$ cat src/hdl/rcb_pkg.sv
// rcb_pkg: shared constants, codes and types of the rc branch voltage-drop model
// no dependencies; imported by rcb_div and the top level
`timescale 1ns / 1ps
`default_nettype none

package rcb_pkg;

  localparam int MAX_BRANCHES = 16;
  localparam int SLOT_W       = (MAX_BRANCHES > 1) ? $clog2(MAX_BRANCHES) : 1;
  localparam int CNT_W        = $clog2(MAX_BRANCHES + 1);
  localparam int DCS_W        = 32 + CNT_W;
  localparam int TAU_W        = 48;
  localparam int PAR_W        = 32 + TAU_W + 1;
  localparam int ACC_W        = 56;
  localparam int DIVD_W       = 64;
  localparam int DIVS_W       = 49;
  localparam int DIVC_W       = $clog2(DIVD_W);

  // register select bit of the configuration port (byte address bit 2)
  localparam logic REG_SERIES = 1'b0;
  localparam logic REG_ACTIVE = 1'b1;

  localparam logic REQ_LOAD = 1'b0;
  localparam logic REQ_STEP = 1'b1;

  localparam logic KIND_RC = 1'b0;
  localparam logic KIND_RL = 1'b1;

  typedef struct packed {
    logic              start;
    logic [DIVD_W-1:0] dividend;
    logic [DIVS_W-1:0] divisor;
  } div_req_t;

endpackage

`default_nettype wire

$ cat src/hdl/rcb_div.sv
// rcb_div: restoring unsigned divider, one quotient bit per cycle
// depends on rcb_pkg (div_req_t, widths)
`timescale 1ns / 1ps
`default_nettype none

module rcb_div
  import rcb_pkg::*;
(
  input  wire logic              clk,
  input  wire logic              rst,
  input  wire div_req_t          req,
  output logic                   busy,
  output logic                   done,
  output logic [DIVD_W-1:0]      quotient
);

  logic [DIVS_W-1:0] rem;
  logic [DIVS_W-1:0] dsr;
  logic [DIVC_W-1:0] cnt;
  logic [DIVS_W:0]   trial;
  logic [DIVS_W:0]   diff;
  logic              ge;

  assign trial = {rem, quotient[DIVD_W-1]};
  assign diff  = trial - {1'b0, dsr};
  assign ge    = (trial >= {1'b0, dsr});

  always_ff @(posedge clk) begin
    if (rst) begin
      busy <= 1'b0;
      done <= 1'b0;
    end else begin
      done <= 1'b0;
      if (req.start) begin
        busy     <= 1'b1;
        rem      <= '0;
        dsr      <= req.divisor;
        quotient <= req.dividend;
        cnt      <= '0;
      end else if (busy) begin
        rem      <= ge ? diff[DIVS_W-1:0] : trial[DIVS_W-1:0];
        quotient <= {quotient[DIVD_W-2:0], ge};
        cnt      <= cnt + 1'b1;
        if (cnt == DIVC_W'(DIVD_W - 1)) begin
          busy <= 1'b0;
          done <= 1'b1;
        end
      end
    end
  end

endmodule

`default_nettype wire

$ cat config.mk
export PLATFORM = sky130hd
export DESIGN_NAME = rcb_div
export DESIGN_NICKNAME = d
export VERILOG_FILES = /design/src/hdl/rcb_pkg.sv /design/src/hdl/rcb_div.sv
export SDC_FILE = /design/constraint.sdc
export NUM_CORES = 1
export LEC_CHECK = 0
export ABC_AREA = 1
export BUFFER_PORTS_ARGS = -buffer_cell sky130_fd_sc_hd__buf_2
export CAP_MARGIN = 30
export CORE_UTILIZATION = 45
export CTS_CLUSTER_SIZE = 12
export DETAILED_ROUTE_END_ITERATION = 7
export PLACE_DENSITY = 0.71
export SYNTH_ARGS = -nofsm -noshare
export SYNTH_HDL_FRONTEND = slang
export SYNTH_SLANG_ARGS = --single-unit
$ cat constraint.sdc
create_clock -name clk -period 17.28 [get_ports clk]
set_clock_uncertainty 0.2 [all_clocks]
set_input_delay 3.456 -clock clk [delete_from_list [all_inputs] [get_ports clk]]
set_output_delay 3.456 -clock clk [all_outputs]
set_load 0.02 [all_outputs]
# == Yosys cells after proc, flatten, opt, wreduce, memory -nomap -nowiden ==
# Index checks and enable logic that the tools add are counted.
# totals
regBits,170
input_bits,116
out_inout_bits,66
word_cells,25
# op_classes
muxes,9
n_eq_ne,1
n_bitwise,2
order_cmp,1
n_reduce_logical,4
add_sub_neg,2
# op_table
operator,count
$mux 64,2
$mux 49,2
$ge 50x49->1,1
$sub 49x49->49,1
$add 6x1->6 const B,1
$eq 6x6->1 const B,1
$mux 6,1
$mux 1,4
$reduce_and 2->1,2
$reduce_or 3->1,1
$not 1->1,2
$reduce_bool 2->1,1

# == Longest topological paths before layout ==
# logic_depth
word_depth,4
mapped_depth,18
depth_no_buf,17

# == Least setup slack after synthesis ==
# No wires, ideal clock.
# synth_path
path_type,input to register
start,in req[113] in the netlist's numbering
end,reg cnt[0] (enable)
t_required_ns,16.441
path_slack_ns,6.782
path_buffers,2
setup_time_ns,0.639
stages,4
arrival_ns,9.659
cell_sequence,clkbuf_1 > inv_2 > clkbuf_1 > a21oi_1
# synth_between
elab_chain_cells,2
# synth_rtl
item,line,rtl
from (decl),rcb_div.sv:11,"input wire div_req_t req,"
$reduce_bool 2->1 (no line),n/a,
$reduce_and 2->1 (no line),n/a,
to (signal assigned),rcb_div.sv:43,cnt <= cnt + 1'b1;
to (decl),rcb_div.sv:19,logic [DIVC_W-1:0] cnt;
# No other way between the ends.
# A chain may end at the register's enable or synchronous reset.

# == Final worst setup path ==
# layout_path
start,in req[113] in the netlist's numbering
end,reg rem[47] (enable)
# layout_between
elab_chain_cells,2
# layout_rtl
item,line,rtl
$reduce_bool 2->1 (no line),n/a,
$reduce_and 2->1 (no line),n/a,
to (signal assigned),rcb_div.sv:41,rem <= ge ? diff[DIVS_W-1:0] : trial[DIVS_W-1:0];
to (decl),rcb_div.sv:17,logic [DIVS_W-1:0] rem;
# No other way between the ends.

==> results.json <==
{
  "layout_commonest_cell": "nand2_1",
  "finalSetupViolCount": 0,
  "max_stage_delay_ns": 0.82,
  "start_kind": "primary input",
  "rows": 58,
  "power_frac_comb_pct": 29.5,
  "grt_pass1_vias": 10030,
  "finalInstanceArea_mm2": 0.01347,
  "dp_worst_setup_slack_ns": 9.730,
  "clk_pin_slew_ns": 0.08,
  "p_seq_share_pct": 40.2,
  "nNetsFinal": 1989,
  "p_per_area_mw_per_mm2": 95.23,
  "hold_violations": 0,
  "wl_per_cell_um": 14.57,
  "path_cells": "buf_2 > buf_4 > clkinv_2 > a21oi_4 > buf_4 > buf_4",
  "relSlewSlack_pct": 36.60,
  "tns_ns": 0,
  "clk_path_buf_depth": 2,
  "synth_area_mm2": 0.01166,
  "clkPwrFrac_pct": 30.3,
  "synth-seq-area-share_pct": 43.61,
  "path_buf_inv": 5,
  "cts_tree": "yes",
  "yosysWarnings": 0,
  "use_met1_pct": 33.50,
  "switchingPower_mw": 0.4669,
  "htree_num_levels": 4,
  "grt_pass1_wl_mm": 50.91,
  "fill_cells": 2513,
  "grtUsageMet3_pct": 4.456,
  "crit_required_ns": 17.15,
  "ios": 182,
  "register_area_mm2": 0.005085,
  "cpMostUsedCell": "buf_4",
  "gp_congestion": 0.9840,
  "mostFrequentLayoutCells": "nand2_1 (707), inv_1 (311), buf_2 (181)",
  "drive_gt1_share_pct": 14.33,
  "clock_sinks": 170,
  "die_area_mm2": 0.02656,
  "setup_ws_ns": 10.24,
  "swShare_pct": 36.38,
  "finalWirelength_mm": 31.54,
  "cap_violations": 0,
  "finalPower_mw": 1.283,
  "syn_area_per_cell_um2": 7.072,
  "vdd_drop_max_mv": 0.06324,
  "worst_pin_slew_ns": 0.9510,
  "synth_nets": 1816,
  "critPathMaxFanout": 70,
  "met2_usage_pct": 41.03,
  "slowest_stage": "buf_4",
  "start_util_pct": 46.04,
  "drc": 0,
  "rsz0062_at_grt": "false",
  "status": "complete, no violations",
  "avgViaCountPerCell": 4.812,
  "clkLatencyLatePin_ns": 0.45,
  "arrival_ns": 6.91,
  "antenna_cells": 0,
  "dieHeight_um": 163.0,
  "port_buffers": 181,
  "cts_resized": 0,
  "fmax_mhz": 142.0,
  "slew_violations": 0,
  "grt_max_degree": 71,
  "drt_pre_antenna_iters": 5,
  "ant_nets": 0,
  "grt-ovfl-total": 0,
  "ctsHoldBuffers": 0,
  "p_int_mw": 0.8163,
  "multi_input_area_mm2": 0.005211,
  "post-route-period-util_pct": 40.77,
  "cts_setup_buffers": 0,
  "hpwl_mm": 24.20,
  "hold_path_class": "flop to flop",
  "cts_root_buffer": "clkbuf_16",
  "antenna_found_initial": 0,
  "endpoint_kind": "flop",
  "grt.busiest_layer": "met2",
  "area_delta_synth_final_pct": 15.55,
  "leakagePower_nw": 7.268,
  "path_delay_family": "buffers and inverters",
  "cts-buffers-inserted": 17,
  "core_mm2": 0.02533,
  "grt_util_all_layers_pct": 24.93,
  "drtIter0Drc": 573,
  "period_needed_ns": 7.045,
  "die_w_um": 163.0,
  "ys_types": 35,
  "syn_inst": 1649,
  "dpl_cell_area_mm2": 0.01289,
  "ys_ff_latch": 170,
  "crit_type": "primary input to flop",
  "vias": 10420
}
## through the flow
step	cells	utilization (%)	hold slack, ns
after floorplan	1649	-	0.3336
after global placement	2133	50.89	0.3194
after detailed placement	2133	50.89	0.3254
after CTS	2165	53.20	0.3490
after global routing	2165	53.20	0.3757
final	2165	53.20	0.3484
## worst register-to-register path, cell delays in order (launching register included)
cell and delay (ns):
edfxtp_1 0.42, ha_1 0.42, nand2_1 0.17, inv_1 0.05, nand2_1 0.06, nand2_1 0.09, inv_1 0.07, nand2_1 0.07
nand2_1 0.07, nand3_2 0.09, nor2_4 0.68, nand2_4 0.50, inv_2 0.51, nor2_1 0.12, nor2_1 0.12
## synth_stat cells (all sizes together)
cell type | n | area [um^2]
nand3b | 31 | 232.7
clkinv | 1 | 3.750
buf | 13 | 77.57
clkbuf | 19 | 71.32
o21a | 1 | 7.510
dfxtp | 2 | 40.04
nand2 | 714 | 2708
a21oi | 35 | 178.9
and2 | 3 | 18.77
ha | 50 | 625.6
nor3 | 3 | 15.01
nand4 | 8 | 50.05
nand3 | 73 | 387.9
edfxtp | 168 | 5045
nor4 | 7 | 43.79
or2 | 2 | 12.51
a21o | 2 | 15.01
xnor2 | 3 | 26.28
nor2 | 162 | 653.1
fa | 1 | 20.02
o21ai | 1 | 5.000
xor2 | 22 | 192.7
inv | 328 | 1231
## cell families after synthesis
logic type               share of synthesized area, %
AO/OA/AOI/OAI                                   1.770
buffers and inverters                           11.87
AND/OR/NAND/NOR                                 35.34
XOR/XNOR                                        1.878
adder cells (fa/ha/maj)                         5.536
flip-flops                                      43.61
## flip-flops by register name, summed over array words and instances, names as in the netlist
| signal | cells |
|---|---|
| dsr | 49 |
| rem | 49 |
| cnt | 6 |
| done | 1 |
| busy | 1 |
| quotient | 64 |
## layout make-up
class | instances | share of cell area, %
clock buffers | 18 | 3.185
clock inverters | 14 | 1.161
inverters | 329 | 9.174
multi-input cells | 1118 | 38.68
flip-flops and latches | 170 | 37.74
well taps | 330 | 3.064
repair buffers | 186 | 7.002
## metal layers
metal	up-vias	part of all wire, %
met5	-	0
met4	0	1.9
met3	29	6.6
met2	330	46
met1	4703	45
li1	5357	-
## final timing paths
kind                     start            to  slack, ns  cells past startpoint
setup / recovery      req[113]       rem[47]      10.24                      6
hold / removal    quotient[42]  quotient[43]       0.35                      2
setup reg to reg       rem[40]       rem[22]      13.50                     14
hold reg to reg   quotient[42]  quotient[43]       0.35                      2
## power groups by stage
stage	sequential [mW]	combinational, mW	clock, mW
after global routing	0.519	0.431	0.410
after floorplan	0.535	0.261	0
final	0.515	0.379	0.389
after CTS	0.516	0.378	0.395
after global placement	0.524	0.370	0
after detailed placement	0.523	0.376	0
No activity file was read; power rests on OpenSTA's default activity.
