$ cat src/hdl/rcb_ram.sv
// rcb_ram: generic single-write, single-read ram with registered read data
// no dependencies
`timescale 1ns / 1ps
`default_nettype none

module rcb_ram #(
  parameter int WIDTH = 32,
  parameter int DEPTH = 16
) (
  input  wire logic                                    clk,
  input  wire logic                                    we,
  input  wire logic [((DEPTH > 1) ? $clog2(DEPTH) : 1)-1:0] waddr,
  input  wire logic [WIDTH-1:0]                        wdata,
  input  wire logic [((DEPTH > 1) ? $clog2(DEPTH) : 1)-1:0] raddr,
  output logic      [WIDTH-1:0]                        rdata
);

  logic [WIDTH-1:0] mem [DEPTH];

  always_ff @(posedge clk) begin
    if (we) begin
      mem[waddr] <= wdata;
    end
    rdata <= mem[raddr];
  end

endmodule

`default_nettype wire

$ cat config.mk
export PLATFORM = sky130hd
export DESIGN_NAME = rcb_ram
export DESIGN_NICKNAME = d
export VERILOG_FILES = /design/src/hdl/rcb_ram.sv
export SDC_FILE = /design/constraint.sdc
export NUM_CORES = 1
export LEC_CHECK = 0
export CAP_MARGIN = 10
export CORE_MARGIN = 4
export CORE_UTILIZATION = 45
export DETAILED_ROUTE_END_ITERATION = 16
export DONT_BUFFER_PORTS = 1
export PLACE_DENSITY = 0.58
export SYNTH_ARGS = -nofsm -noshare
export SYNTH_HDL_FRONTEND = slang
export SYNTH_SLANG_ARGS = --single-unit
$ cat constraint.sdc
create_clock -name clk -period 9.9 [get_ports clk]
set_clock_uncertainty 0.05 [all_clocks]
set_input_delay 1.485 -clock clk [delete_from_list [all_inputs] [get_ports clk]]
set_output_delay 1.485 -clock clk [all_outputs]
set_load 0.02 [all_outputs]
### Word-level counts from Yosys, hierarchy flattened

Memories as Yosys holds them, arrays and structs flattened. A register that Yosys moved wholly into a read port is not among the register bits.
Cells that the tools add are included.

* muxes and demuxes: 2

Operator list (number)
* 2-to-1 mux 1 bit: 2

* register bits after elaboration: 0
* bits in writable memories: 512
* input port bits: 42
* output and inout bits: 32
* word-level logic and storage cells: 3
* memories: 1

Memory list
* mem: words 16, bits a word 32, rd ports 1, clocked after Yosys merged registers in 1, write ports 1, RTL line 18 `logic [WIDTH-1:0] mem [DEPTH];`

### Depth between registers and ports, before layout

Gate-level depths: netlist of the first run.

* depth after elaboration: 2
* mapped depth: 5
* depth with buffers taken out: 3

### Least setup slack after synthesis of the first run

Ideal clock, no wire load.

* kind: input -> register
* start: in waddr[2] (netlist name)
* end: mem mem[0][0], enable pin
* setup time: 461 ps
* data arrival time: 4203 ps
* data required time: 9389 ps
* setup slack: 5185 ps
* stages on the path: 2
* path buffers: 0
* cells stage by stage: or3b_2 > nor3_1

RTL lines
* from (decl): RTL line 12 `input wire logic [((DEPTH > 1) ? $clog2(DEPTH) : 1)-1:0] waddr,`
* to (decl): RTL line 18

No word-level cell before the write port.

### Worst setup path after layout of the first run

* start: in waddr[2] (netlist name)
* end: mem mem[2][1], enable pin

No word-level cell before the write port.

==> run metrics, run 1 <==
GRT Residual Overflow 0; Critical Path Source Type input port; CTS tree built; critical path class input port to flip-flop; width of the die approximately 220 um; hold slack 0.620 ns; Worst slew margin 0.204; f_max 359 MHz; htree depth 2; pre-CTS setup slack approximately 6.5 ns; core region area about 0.043 mm2; Hold WC Path Type flip-flop to flip-flop; # diodes 0; Worst Tran Pin Value around 1.2 ns; flops & latches, synth 544; distinct cell type count after synthesis 18; post-DP HPWL 19.7 mm; CTS buffer count 54; crit path max fanout 32; worst path cell trace or3b_2 > nor2_4; final worst slack 7.11 ns; # nets final about 900; syn_nets 880; Pre-Repair DR Iteration Count 4; fin area 0.0223 mm2; # rows 76; Reg clk slew, reported paths 0.06 ns; WP data required 10.04 ns; commonest cells after routing, fill and taps aside 512 x edfxtp_1, 128 x mux4_2, 64 x a22oi_1; outcome finished clean; Mapped Cells 838; final hold vios 0; # DRC 0; final setup fails 0; post-route ant nets 0; RSZ-0062 raised after global routing false; Cell Area, Synth approximately 0.020 mm2; Post-CTS Hold Buffers 0; slowest cell on the critical path nor2_4; CP Buf/Inv Count 0; GRT Util Overall 0.164; flop2flop setup slack 8.46 ns; largest net degree at the start of global routing 129; minimum clock period after layout 2.79 ns; synth warn 0; Worst path top cell family by delay simple AND/OR/NAND/NOR gates; CTS root buffer clkbuf_16; period utilization 0.282; I/O pin count 74; Seq/Total Area, Yosys 0.807; vias 8405; post-CTS setup buffer count 0; endpoint type of the worst setup path flip-flop; global-route wire length before repair 58.0 mm; Avg Cell Area, Syn roughly 24 um2; RePlAce Congestion 0.705; clk buf depth 3; Starting Density 0.458; die span in y 218 um; fillcell total roughly 3.4k; fraction of layout cells with a size suffix above 1 0.257; most common cell after layout, fill and taps aside edfxtp_1; vias in the first global route 9191; clock sinks 544; I/O Buffers 0; Worst path max stage delay roughly 0.85 ns; Area Growth Syn to Fin 12.4%; initial antenna violation count 0; setup tns final 0 ns; leak pwr 6.92 nW; via/cell ratio 5.64; Peak VDD IR 0.000159 V; drt total wl ~38 mm; Post-CTS Resized 0; Clk Latency, worst-skew pair about 0.59 ns; pwr/cell area 212 mW/mm2; count of pins over their slew limit 0; Avg WL per Cell approximately 25 um; MaxCap Viol Count 0; DR iter-0 viols 646; WP data arrival roughly 3 ns; total power 4.73 mW; Post-DP Area 0.0206 mm2; die area 0.0475 mm2
==> metal layers <==
layer	global-route usage	wire length [um]
met5	0	0
met4	0.0525	851
met3	0.0314	1880
met2	0.265	18600
met1	0.228	16600
==> cells in the mapped netlist <==
cell type	n	area, um2
edfxtp_1	512	15400
mux4_2	128	2880
a22oi_1	64	480
nand2_1	33	124
dfxtp_1	32	641
clkbuf_1	17	63.8
nor2_1	13	48.8
buf_4	11	82.6
buf_1	9	33.8
buf_2	4	20.0
nor3_1	4	20.0
buf_6	2	22.5
nand2b_1	2	12.5
nand3b_1	2	15.0
nor2b_1	2	12.5
and2_1	1	6.26
nand3_1	1	5.00
or3b_2	1	8.76
==> layout make-up <==
cell class	count	area, um2	area share
well taps	585	732	0.0328
flip-flops and latches	544	16000	0.718
repair buffers	10	75.1	0.00337
clock buffers	77	1500	0.0672
clock inverters	22	238	0.0107
multi-input cells	251	3750	0.168
==> registers in the layout (all words and copies together), names as in the netlist <==
signal and cells:
mem 512, rdata 32
==> worst register-to-register path, cell delays in order (launching register included) <==
cell and delay (ns):
edfxtp_1 0.37, mux4_2 0.51, a22oi_1 0.29, nand2_1 0.09
==> cells by family after synthesis <==
| group | Yosys count | share of synthesized area |
|---|---|---|
| AND/OR/NAND/NOR | 59 | 0.0127 |
| AO/OA/AOI/OAI | 64 | 0.0242 |
| buffers and inverters | 43 | 0.0112 |
| multiplexers | 128 | 0.145 |
| flip-flops | 544 | 0.807 |
==> report_power, final <==
group	total, mW	switching (mW)	internal, mW	leakage (nW)
logic	0.130	0.0586	0.0713	1.18
clock network	1.98	0.804	1.18	0.839
registers	2.61	0.0372	2.58	4.89
==> path summary, 6_finish.rpt <==
kind,cells after the start,start,end
min,3,mem[15][24],rdata[24]
max,2,waddr[2],mem[2][1]
min reg2reg,3,mem[15][24],rdata[24]
max reg2reg,3,mem[3][4],rdata[4]
==> stage by stage <==
stage,instances,utilization
floorplan,838,-
global placement,1390,0.474
detailed placement,1390,0.474
finish,1489,0.514
global route,1489,0.514
CTS,1489,0.514
No activity file was read; power rests on OpenSTA's default activity.
==> run 2, diff against run 1 <==
--- a/config.mk
+++ b/config.mk
@@ -5,6 +5,7 @@
 export SDC_FILE = /design/constraint.sdc
 export NUM_CORES = 1
 export LEC_CHECK = 0
+export ABC_AREA = 1
 export CAP_MARGIN = 10
 export CORE_MARGIN = 4
 export CORE_UTILIZATION = 45
==> constraint.sdc (replaced) <==
create_clock -name clk -period 2.7 [get_ports clk]
set_clock_uncertainty 0.05 [all_clocks]
set_input_delay 0.405 -clock clk [delete_from_list [all_inputs] [get_ports clk]]
set_output_delay 0.405 -clock clk [all_outputs]
set_load 0.02 [all_outputs]
==> run metrics, run 2 <==
post-DP HPWL 26.3 mm; period utilization 0.920; CP Buf/Inv Count 5; Cell Area, Synth 0.0227 mm2; initial antenna violation count 5; Clk Latency, worst-skew pair 0.60 ns; multi-input logic area 0.00467 mm2; commonest cells after routing, fill and taps aside 677 x nand2_1, 512 x edfxtp_1, 386 x inv_1; Reg with most FFs mem; Critical Path Source Type input port; final hold vios 0; Avg WL per Cell 18.6 um; max reg flops 512; drt total wl 53.4 mm; Mapped Cells 2120; fin area between 0.02 and 0.03 mm2; synth top area cells edfxtp_1 68%, nand2_1 11%, nand3_1 8.5%; WP data arrival 2.91 ns; hold slack between 0.03 and 0.04 ns; die span in y 233 um; RSZ-0062 raised after global routing false; distinct cell type count after synthesis 15; Hold WC Path Type input port to flip-flop; Reg clk slew, reported paths approximately 0.060 ns; GRT Residual Overflow 0; Yosys top cell by area edfxtp_1; post-CTS setup buffer count 0; Worst path top cell family by delay buffers and inverters; die area 0.0542 mm2; CTS tree built; DR iter-0 viols ~1.1k; CTS buffer count 58; core region area 0.0501 mm2; fraction of layout cells with a size suffix above 1 0.0646; clk buf depth 3; Reg area 0.0160 mm2; Top Registers mem: 512 flops, rdata: 32 flops; width of the die roughly 230 um; endpoint type of the worst setup path flip-flop; dominant synthesized flop cell edfxtp_1; vias between 10k and 15k; # DRC 0; synth warn 0; Avg Cell Area, Syn roughly 11 um2; Synth top area share 0.676; Pre-Repair DR Iteration Count 6; GRT Util Overall 0.197; pwr/cell area slightly above 700 mW/mm2; htree depth 2; top cells by count, synth 677 x nand2_1, 512 x edfxtp_1, 388 x inv_1; leak pwr 10.8 nW; Worst slew margin 0.521; MaxCap Viol Count 0; I/O Buffers 0; fillcell total 4492; critical path class input port to flip-flop; Worst path max stage delay 0.55 ns; RePlAce Congestion 0.744; syn_nets about 2.2k; Starting Density 0.454; vias in the first global route 13.9k; largest net degree at the start of global routing 258; clock sinks 544; outcome finished clean; most common cell after layout, fill and taps aside nand2_1; # nets final 2191; setup tns final 0 ns; CTS root buffer clkbuf_16; Seq/Total Area, Yosys 0.705; slowest cell on the critical path dlygate4sd3_1; Async SR Flop Fraction 0; global-route wire length before repair 81.9 mm; cell mode on critical path nand3_1; Area Growth Syn to Fin 13.3%; I/O pin count 74; Post-CTS Hold Buffers 37; final core utilization 0.514; flops & latches, synth 544; # rows between 80 and 90; via/cell ratio 5.00; post-route ant nets 0; WP data required 3.12 ns; Post-DP Area 0.0235 mm2; Peak VDD IR between 0.0005 and 0.0006 V; top-count cell post-synth nand2_1; number of synthesized flops with an enable pin 512; worst path cell trace inv_6 > buf_12 > buf_4 > nand2_1 > nand3_1 > nand3_1 > nand3_1 > dlygate4sd3_1 > nand2_1 > dlygate4sd3_1; Post-CTS Resized 0; crit path max fanout between 200 and 300; Worst Tran Pin Value approximately 0.72 ns; minimum clock period after layout 2.49 ns; f_max 402 MHz; final setup fails 0; count of pins over their slew limit 0
[run 2: cell types whose count changed after synthesis, moves of 5 or more]
| cell | before | now |
|---|---|---|
| buf_2 | 4 | 41 |
| nand2_1 | 33 | 677 |
| buf_1 | 9 | 14 |
| nand3_1 | 1 | 385 |
| buf_4 | 11 | 6 |
| mux4_2 | 128 | 0 |
| inv_1 | 0 | 388 |
| a22oi_1 | 64 | 0 |
| buf_6 | 2 | 29 |
[run 2: cells by family after synthesis]
group,Yosys count,synth area share
buf+inv,495,0.0954
simple gates,1081,0.200
flops,544,0.705
[run 2: power by group]
group          internal, mW  switching, mW  total (mW)
clock                  4.51           3.12        7.64
combinational         0.292          0.616       0.907
sequential             9.44          0.128        9.57
total                  14.2           3.87        18.1
[run 2: per-layer routing]
layer,up-vias,share of wire,global-route usage,routed length (um)
met3,83,0.066,0.0322,3530
met2,416,0.47,0.318,25100
met4,6,0.018,0.0501,953
met5,-,0.00062,0,33
met1,6954,0.45,0.283,23800
li1,6916,-,-,-
[run 2: cell type report]
class | instances | share of cell area
Antenna cell | 3 | 0.000292
Clock buffer | 84 | 0.0658
Clock inverter | 26 | 0.00671
Inverter | 390 | 0.0572
Multi-Input combinational cell | 1081 | 0.181
Sequential cell | 544 | 0.622
Tap cell | 672 | 0.0327
Timing Repair Buffer | 74 | 0.0340
[run 2: worst min-delay path: cells and delay by family]
family	cells	cell delay, ns
AND/OR/NAND/NOR	3	0.22
[run 2: worst paths after layout]
check	start	to	slack (ns)	cells past startpoint
setup / recovery	raddr[0]	rdata[30]	0.21	10
hold / removal	raddr[2]	rdata[3]	0.03	3
setup reg to reg	mem[15][30]	rdata[30]	0.65	8
hold reg to reg	mem[10][14]	rdata[14]	0.60	6
[run 2: through the flow]
step | power, mW | std cells | setup WS (ns)
final | 18.1 | 2874 | 0.215
after global routing | 18.8 | 2873 | 0.327
after CTS | 18.3 | 2871 | 0.478
after detailed placement | 10.5 | 2724 | 0.722
after global placement | 10.5 | 2724 | 0.732
after floorplan | 10.4 | 2120 | 0.252
